[src/swdm_pkg.sv]
// Package: shared types and constants of the SWD master transfer engine.
package swdm_pkg;

  localparam int unsigned DataLen = 33;
  localparam int unsigned HdrLen  = 8;
  localparam int unsigned AckLen  = 3;

  localparam logic [2:0] AckOk    = 3'd1;
  localparam logic [2:0] AckWait  = 3'd2;
  localparam logic [2:0] AckFault = 3'd4;

  localparam logic [1:0] CfgTurnaround = 2'd0;
  localparam logic [1:0] CfgIdleCount  = 2'd1;
  localparam logic [1:0] CfgDummy      = 2'd2;

  typedef enum logic [3:0] {
    PhIdle      = 4'd0,
    PhHdr       = 4'd1,
    PhTrnA      = 4'd2,
    PhAck       = 4'd3,
    PhTrnB      = 4'd4,
    PhWdata     = 4'd5,
    PhRdata     = 4'd6,
    PhTrnC      = 4'd7,
    PhIdleDrive = 4'd8,
    PhWfDread   = 4'd9,
    PhWfTrn     = 4'd10,
    PhWfDwrite  = 4'd11,
    PhBackoff   = 4'd12
  } swdm_phase_e;

  typedef enum logic [2:0] {
    StOk       = 3'd0,
    StWait     = 3'd1,
    StFault    = 3'd2,
    StProtocol = 3'd3,
    StParity   = 3'd4
  } swdm_status_e;

  typedef struct packed {
    logic        kind;
    logic        read_not_write;
    logic [7:0]  request_header;
    logic [31:0] write_word;
    logic        line_in;
  } swdm_in_t;

  typedef struct packed {
    logic        line_out;
    logic        line_drive_enable;
    logic        busy_res;
    logic        done_res;
    logic [2:0]  result_status;
    logic [2:0]  raw_ack;
    logic [31:0] read_word;
  } swdm_out_t;

  typedef struct packed {
    logic [2:0] turnaround_cycles;
    logic [7:0] idle_cycle_count;
    logic       dummy_data_phase;
  } swdm_cfg_t;

  typedef struct packed {
    swdm_phase_e phase;
    logic [5:0]  bit_counter;
    logic [31:0] shift_word;
    logic [7:0]  header_latch;
    logic        direction_latch;
    logic        parity_accumulator;
    logic [2:0]  ack_latch;
    logic [7:0]  idle_counter;
  } swdm_state_t;

endpackage

[src/swdm_step.sv]
// Combinational bit step: next engine state and line outputs for one SWCLK cycle.
module swdm_step (
  input  swdm_pkg::swdm_state_t state_i,
  input  swdm_pkg::swdm_in_t    item_i,
  input  swdm_pkg::swdm_cfg_t   cfg_i,
  output swdm_pkg::swdm_state_t state_o,
  output swdm_pkg::swdm_out_t   res_o
);

  function automatic logic [8:0] trn_len(input logic [2:0] t);
    logic [8:0] r;
    if (t == 3'd0) begin
      r = 9'd1;
    end else if (t > 3'd4) begin
      r = 9'd4;
    end else begin
      r = {6'd0, t};
    end
    return r;
  endfunction

  function automatic logic [8:0] phase_len(input swdm_pkg::swdm_phase_e p,
                                           input swdm_pkg::swdm_cfg_t c);
    logic [8:0] r;
    case (p)
      swdm_pkg::PhHdr:       r = 9'(swdm_pkg::HdrLen);
      swdm_pkg::PhTrnA,
      swdm_pkg::PhTrnB,
      swdm_pkg::PhTrnC,
      swdm_pkg::PhWfTrn:     r = trn_len(c.turnaround_cycles);
      swdm_pkg::PhAck:       r = 9'(swdm_pkg::AckLen);
      swdm_pkg::PhWdata,
      swdm_pkg::PhRdata:     r = 9'(swdm_pkg::DataLen);
      swdm_pkg::PhIdleDrive: r = {1'b0, c.idle_cycle_count};
      swdm_pkg::PhWfDread,
      swdm_pkg::PhWfDwrite:  r = c.dummy_data_phase ? 9'(swdm_pkg::DataLen) : 9'd0;
      swdm_pkg::PhBackoff:   r = trn_len(c.turnaround_cycles) + 9'(swdm_pkg::DataLen);
      default:               r = 9'd0;
    endcase
    return r;
  endfunction

  function automatic swdm_pkg::swdm_phase_e follow(input swdm_pkg::swdm_phase_e p,
                                                   input logic [2:0] ack,
                                                   input logic dir);
    swdm_pkg::swdm_phase_e r;
    case (p)
      swdm_pkg::PhHdr:  r = swdm_pkg::PhTrnA;
      swdm_pkg::PhTrnA: r = swdm_pkg::PhAck;
      swdm_pkg::PhAck: begin
        if (ack == swdm_pkg::AckOk) begin
          r = dir ? swdm_pkg::PhRdata : swdm_pkg::PhTrnB;
        end else if (ack == swdm_pkg::AckWait || ack == swdm_pkg::AckFault) begin
          r = dir ? swdm_pkg::PhWfDread : swdm_pkg::PhWfTrn;
        end else begin
          r = swdm_pkg::PhBackoff;
        end
      end
      swdm_pkg::PhTrnB:    r = swdm_pkg::PhWdata;
      swdm_pkg::PhWdata:   r = swdm_pkg::PhIdleDrive;
      swdm_pkg::PhRdata:   r = swdm_pkg::PhTrnC;
      swdm_pkg::PhTrnC:    r = swdm_pkg::PhIdleDrive;
      swdm_pkg::PhWfDread: r = swdm_pkg::PhWfTrn;
      swdm_pkg::PhWfTrn:   r = dir ? swdm_pkg::PhIdle : swdm_pkg::PhWfDwrite;
      default:             r = swdm_pkg::PhIdle;
    endcase
    return r;
  endfunction

  function automatic swdm_pkg::swdm_phase_e skip_empty(input swdm_pkg::swdm_phase_e p,
                                                       input swdm_pkg::swdm_cfg_t c);
    swdm_pkg::swdm_phase_e r;
    r = p;
    if (p == swdm_pkg::PhIdleDrive && c.idle_cycle_count == 8'd0) begin
      r = swdm_pkg::PhIdle;
    end else if (p == swdm_pkg::PhWfDread && !c.dummy_data_phase) begin
      r = swdm_pkg::PhWfTrn;
    end else if (p == swdm_pkg::PhWfDwrite && !c.dummy_data_phase) begin
      r = swdm_pkg::PhIdle;
    end
    return r;
  endfunction

  swdm_pkg::swdm_state_t st;
  swdm_pkg::swdm_phase_e cur;
  logic [8:0]            cnt;
  logic [8:0]            cnt_inc;
  logic                  lo;
  logic                  oe;

  always_comb begin
    st    = state_i;
    res_o = '0;
    lo    = 1'b0;
    oe    = 1'b1;
    cnt   = 9'd0;
    cnt_inc = 9'd0;
    cur   = st.phase;

    if (st.phase == swdm_pkg::PhIdle && item_i.kind) begin
      st.direction_latch    = item_i.read_not_write;
      st.header_latch       = item_i.request_header;
      st.shift_word         = item_i.read_not_write ? 32'd0 : item_i.write_word;
      st.parity_accumulator = 1'b0;
      st.ack_latch          = 3'd0;
      st.bit_counter        = 6'd0;
      st.idle_counter       = 8'd0;
      st.phase              = swdm_pkg::PhHdr;
    end

    cur = st.phase;
    if (cur != swdm_pkg::PhIdle) begin
      res_o.busy_res = 1'b1;
      cnt = (cur == swdm_pkg::PhIdleDrive) ? {1'b0, st.idle_counter}
                                           : {3'd0, st.bit_counter};
      case (cur)
        swdm_pkg::PhHdr: lo = st.header_latch[cnt[2:0]];
        swdm_pkg::PhAck: begin
          oe = 1'b0;
          if (cnt < 9'(swdm_pkg::AckLen)) begin
            st.ack_latch[cnt[1:0]] = st.ack_latch[cnt[1:0]] | item_i.line_in;
          end
        end
        swdm_pkg::PhWdata: lo = (cnt < 9'd32) ? st.shift_word[cnt[4:0]] : ^st.shift_word;
        swdm_pkg::PhRdata: begin
          oe = 1'b0;
          if (cnt < 9'd32) begin
            st.shift_word[cnt[4:0]] = st.shift_word[cnt[4:0]] | item_i.line_in;
          end else begin
            st.parity_accumulator = item_i.line_in ^ (^st.shift_word);
          end
        end
        swdm_pkg::PhIdleDrive,
        swdm_pkg::PhWfDwrite: oe = 1'b1;
        default: oe = 1'b0;
      endcase

      cnt_inc = cnt + 9'd1;
      if (cnt_inc >= phase_len(cur, cfg_i)) begin
        st.phase = skip_empty(follow(cur, st.ack_latch, st.direction_latch), cfg_i);
        st.bit_counter  = 6'd0;
        st.idle_counter = 8'd0;
      end else if (cur == swdm_pkg::PhIdleDrive) begin
        st.idle_counter = cnt_inc[7:0];
      end else begin
        st.bit_counter = cnt_inc[5:0];
      end

      if (st.phase == swdm_pkg::PhIdle) begin
        res_o.done_res = 1'b1;
        res_o.raw_ack  = st.ack_latch;
        if (st.ack_latch == swdm_pkg::AckOk) begin
          res_o.result_status = (st.direction_latch && st.parity_accumulator)
                                ? swdm_pkg::StParity : swdm_pkg::StOk;
          if (st.direction_latch) begin
            res_o.read_word = st.shift_word;
          end
        end else if (st.ack_latch == swdm_pkg::AckWait) begin
          res_o.result_status = swdm_pkg::StWait;
        end else if (st.ack_latch == swdm_pkg::AckFault) begin
          res_o.result_status = swdm_pkg::StFault;
        end else begin
          res_o.result_status = swdm_pkg::StProtocol;
        end
      end
    end

    res_o.line_out          = oe & lo;
    res_o.line_drive_enable = oe;
    state_o                 = st;
  end

endmodule

[src/swd_master_transfer_engine_top.sv]
// Top level: SWD master transfer engine with state, configuration and result registers.
// Each accepted input transfer is one SWCLK cycle and yields exactly one result transfer,
// which lands in the result register in the next cycle. The bit state machine advances once per
// accepted transfer, so the block takes one item per clock unless a held result stalls the input;
// the result register holds a finished result while the next item is accepted as long as the
// result side takes it the same cycle. Configuration writes are registered; write only between transfers.
module swd_master_transfer_engine_top (
  input  logic                clk_i,
  input  logic                rst_ni,
  input  logic                in_valid_i,
  output logic                in_ready_o,
  input  swdm_pkg::swdm_in_t  in_data_i,
  output logic                out_valid_o,
  input  logic                out_ready_i,
  output swdm_pkg::swdm_out_t out_data_o,
  input  logic                cfg_we_i,
  input  logic [1:0]          cfg_index_i,
  input  logic [7:0]          cfg_data_i
);

  swdm_pkg::swdm_state_t state_q;
  swdm_pkg::swdm_state_t state_d;
  swdm_pkg::swdm_cfg_t   cfg_q;
  swdm_pkg::swdm_out_t   res_d;
  swdm_pkg::swdm_out_t   res_q;
  logic                  out_valid_q;
  logic                  accept;

  assign in_ready_o  = !out_valid_q || out_ready_i;
  assign accept      = in_valid_i && in_ready_o;
  assign out_valid_o = out_valid_q;
  assign out_data_o  = res_q;

  swdm_step u_step (
    .state_i (state_q),
    .item_i  (in_data_i),
    .cfg_i   (cfg_q),
    .state_o (state_d),
    .res_o   (res_d)
  );

  always_ff @(posedge clk_i or negedge rst_ni) begin
    if (!rst_ni) begin
      cfg_q.turnaround_cycles <= 3'd1;
      cfg_q.idle_cycle_count  <= 8'd0;
      cfg_q.dummy_data_phase  <= 1'b0;
    end else if (cfg_we_i) begin
      case (cfg_index_i)
        swdm_pkg::CfgTurnaround: cfg_q.turnaround_cycles <= cfg_data_i[2:0];
        swdm_pkg::CfgIdleCount:  cfg_q.idle_cycle_count  <= cfg_data_i;
        swdm_pkg::CfgDummy:      cfg_q.dummy_data_phase  <= cfg_data_i[0];
        default: ;
      endcase
    end
  end

  always_ff @(posedge clk_i or negedge rst_ni) begin
    if (!rst_ni) begin
      state_q     <= '0;
      out_valid_q <= 1'b0;
    end else begin
      if (accept) begin
        state_q     <= state_d;
        out_valid_q <= 1'b1;
      end else if (out_ready_i) begin
        out_valid_q <= 1'b0;
      end
    end
  end

  always_ff @(posedge clk_i) begin
    if (accept) begin
      res_q <= res_d;
    end
  end

endmodule

[config.mk]
export PLATFORM = sky130hd
export DESIGN_NAME = swd_master_transfer_engine_top
export DESIGN_NICKNAME = d
export VERILOG_FILES = /design/src/swdm_pkg.sv /design/src/swdm_step.sv /design/src/swd_master_transfer_engine_top.sv
export SDC_FILE = /design/constraint.sdc
export NUM_CORES = 1
export LEC_CHECK = 0
export ABC_CLOCK_PERIOD_IN_PS = 9100
export BUFFER_PORTS_ARGS = -buffer_cell sky130_fd_sc_hd__buf_4
export CORE_MARGIN = 3
export CORE_UTILIZATION = 55
export DETAILED_ROUTE_END_ITERATION = 8
export PLACE_DENSITY = 0.8
export SLEW_MARGIN = 20
export SYNTH_ARGS = -nofsm -noshare
export SYNTH_HDL_FRONTEND = slang
export SYNTH_SLANG_ARGS = --single-unit
[constraint.sdc]
create_clock -name clk_i -period 9.1 [get_ports clk_i]
set_clock_uncertainty 0.2 [all_clocks]
set_input_delay 0.455 -clock clk_i [delete_from_list [all_inputs] [get_ports clk_i]]
set_output_delay 0.455 -clock clk_i [all_outputs]
set_load 0.005 [all_outputs]
==> results.toml <==
[outcome]
outcome = "completed"

[timing]
grt_setup_unrepaired = "false"
timing.final.crit_period_ps = 6830
holdWs_ps = 42.7
finalSetupViolations = 0
fin_ws_ps = 2270
fin_setup_tns_ps = 0
tightest_slew_ps = 1070
finalMaxSlewViolations = 0
relSlewSlack = 0.283
fmaxAchievable_ghz = 0.146
fin_crit_sh = 0.750
hold_violations = 0

[global_route]
grt_overflow_total = 0
track_usage = 0.283
grt_first_pass_wirelength_mm = 36.5
grt_pass1_vias = 7154
grt_max_degree = 77
antenna_found_initial = 0

[worst_setup_path]
cpLargestDelayFamily = "simple AND/OR/NAND/NOR gates"
cp.arrival_ps = 6760
path_buf_inv = 2
crit_fanout = 30
worstSetupEndpointType = "flop"
crit_path_max_incr_delay_ps = 1030
crit_start = "state_q[59]$_DFFE_PN0P_"
slowest_stage = "or4b_1"
cpMostUsedCell = "ha_1"
worstSetupStartpointType = "flop"
worstPathRequired_ps = 9030
path_class = "reg -> reg"
r2r_start = "state_q[59]$_DFFE_PN0P_"
cp_cell_sequence = "or4b_1, mux2i_4, nor2_1, ha_1, xnor2_1, inv_1, ha_1, nor2b_1, o2111ai_1, a21oi_1, or2_1, o21ai_2, o311ai_4, buf_4, nor4b_1"

[placement]
dp_hpwl_mm = 15.1
placed_area_sq_um = 8870
place_congestion = 0.934
pre_cts_ws_ps = 2480
portBuffers = 101

[clock_tree]
cts_tree = "done"
cts.path.max_buffers = 2
path_clk_slew_ps = 60
clock_latency_ps = 430
cts-htree-levels = 4
cts_sinks = 118
cts_buffers = 17
post_cts_buffers = 0
root_buffer = "clkbuf_16"

[yosys]
synth_warnings = 0
yosysSeqAreaShare = 0.391
synth.cell_area_sq_um = 8090
syn_inst = 892
yosysTopAreaCell = "dfrtp_1"
synth_area_leaders = "dfrtp_1 23%, edfxtp_1 16%, nand2_1 7.7%"
synth_edf_count = 42
syn-num-nets = 963
ys.flop_type = "dfrtp_1"
async_flop_share = 0.644
synthDistinctLibCells = 80
ys_seq_elements = 118
syn_avg_cell_area_sq_um = 9.07
yosys.area.top_type_share = 0.232

[drt]
drt-total-wl_mm = 22.5
met2WireLength_mm = 10.3
detail_route.drc_violations = 0
drtPass1Iterations = 5
ant_nets = 0
wl_met1_mm = 9.37
post_drt_via_cell_ratio = 6.40
top_layer_used = "met4"
post_drt_wl_per_cell_microns = 19.4
drt_iter0_drc = 777
met3_length_mm = 1.85
vias = 7410

[worst_hold_path]
min_path_type = "in -> reg"
min-delay-start = "in_valid_i"

[die]
core_area_sq_um = 14100
rows = 43
dieHeight_microns = 127
die_w_microns = 127
io_pins = 102
start_util = 0.572
die_area_sq_um = 16200

[power_and_ir_drop]
finalPower_mw = 3.65
p_leak_nw = 3.84
peakVddDrop_mv = 0.312
powerDensity_nw_per_um2 = 382

[run]
max_cap_violations = 0

[layout]
nets = 1035
drive_gt1_frac = 0.221
design_area_sq_um = 9560
antenna_cells = 0
area_growth_pct = 18.1
==> cell usage in the layout (no fill, tap or decap), types with 7 or more instances in the layout <==
cell type  synthesis  layout
o31ai_1            8       8
ha_1              13      13
nor3b_1           25      25
nor2_1            35      35
inv_1             20      20
o2111ai_1          9       9
nor4_1            12      12
mux2i_1           19      19
a221oi_1           7       7
nand3_1            8       8
mux2_2            21      21
edfxtp_1          42      42
clkbuf_16          0      17
xnor2_1           35      35
a21oi_1           58      58
nor4b_2           25      25
nor3_1            24      24
nand2_1          166     164
buf_4              2     110
nand2b_1           9       9
o21ai_0          101     101
and2_1             8       8
nor2b_1            7       7
dfrtp_1           75      75
==> flip-flops by register name, summed over array words and instances, names as in the netlist <==
name,count
cfg_q,12
out_data_o,42
out_valid_o,1
state_q,63
==> metrics by stage <==
stage,cells,util
2_1_floorplan,892,-
3_3_place_gp,1123,0.627
3_5_place_dp,1123,0.627
4_1_cts,1155,0.673
5_1_grt,1157,0.675
6_report,1157,0.675
==> worst register-to-register path, delay by kind of cell (launching register included) <==
kind	cells	cell delay, ps
and+or+nand+nor	5	2080
AOI/OAI and AO/OA	4	1370
muxes	1	740
DFF	1	710
adders and majority gates	2	640
buffers and inverters	2	530
xor gates and xnor gates	1	270
==> logic make-up after synthesis <==
kind of cell	share of synthesized area
compound gates	0.196
simple gates	0.243
buf+inv	0.0452
flops	0.391
mux	0.0619
fa+ha+maj	0.0201
xor+xnor	0.0433
==> power breakdown <==
part | total, mW | internal (mW) | switching (mW)
Sequential | 0.892 | 0.697 | 0.195
Combinational | 2.01 | 0.730 | 1.28
Clock | 0.748 | 0.506 | 0.243
Total | 3.65 | 1.93 | 1.71
==> worst paths after layout <==
kind	to	slack (ps)	depth (start not counted)
setup / recovery	out_data_o[29]$_SDFFCE_PN0P_	2270	15
hold / removal	out_valid_o$_DFFE_PN0P_	40	2
setup reg to reg	out_data_o[29]$_SDFFCE_PN0P_	2270	15
hold reg to reg	state_q[11]$_DFFE_PN0P_	280	2
max in group asynchronous	state_q[35]$_DFFE_PN0P_	7780	3
min in group asynchronous	state_q[60]$_DFFE_PN0P_	320	2
==> area by class of cell <==
class | instances | area [sq um]
sequential | 118 | 3160
timing repair buffer | 112 | 863
multi-input combinational | 693 | 4570
clock buffer | 23 | 478
clock inverter | 9 | 171
fill | 1140 | 4590
tap | 180 | 225
inverter | 22 | 82.6
==> layer usage <==
layer / track usage / up-vias
li1: - / 3420
met1: 0.381 / 3515
met2: 0.425 / 389
met3: 0.0681 / 86
met4: 0.146 / 0
met5: 0 / -
==> synthesized netlist by cell type (all sizes together), types with 3 or more instances <==
| master | n |
|---|---|
| a211oi | 5 |
| a21oi | 58 |
| a221oi | 7 |
| a31o | 3 |
| a31oi | 3 |
| a32o | 3 |
| and2 | 8 |
| and3 | 6 |
| buf | 21 |
| clkbuf | 38 |
| dfrtp | 75 |
| edfxtp | 42 |
| ha | 13 |
| inv | 21 |
| mux2 | 22 |
| mux2i | 21 |
| nand2 | 166 |
| nand2b | 9 |
| nand3 | 8 |
| nand3b | 4 |
| nand4 | 4 |
| nor2 | 36 |
| nor2b | 7 |
| nor3 | 24 |
| nor3b | 25 |
| nor4 | 14 |
| nor4b | 30 |
| o2111a | 3 |
| o2111ai | 10 |
| o211ai | 6 |
| o21ai | 108 |
| o221ai | 4 |
| o22ai | 3 |
| o31ai | 9 |
| xnor2 | 35 |
| xor2 | 5 |
==> timing repair <==
item,CTS,global route
endpoints found under the hold margin,0,28
resized for setup,0,0
hold buffers,0,1
Note: power is estimated with default switching activity, not from simulation.
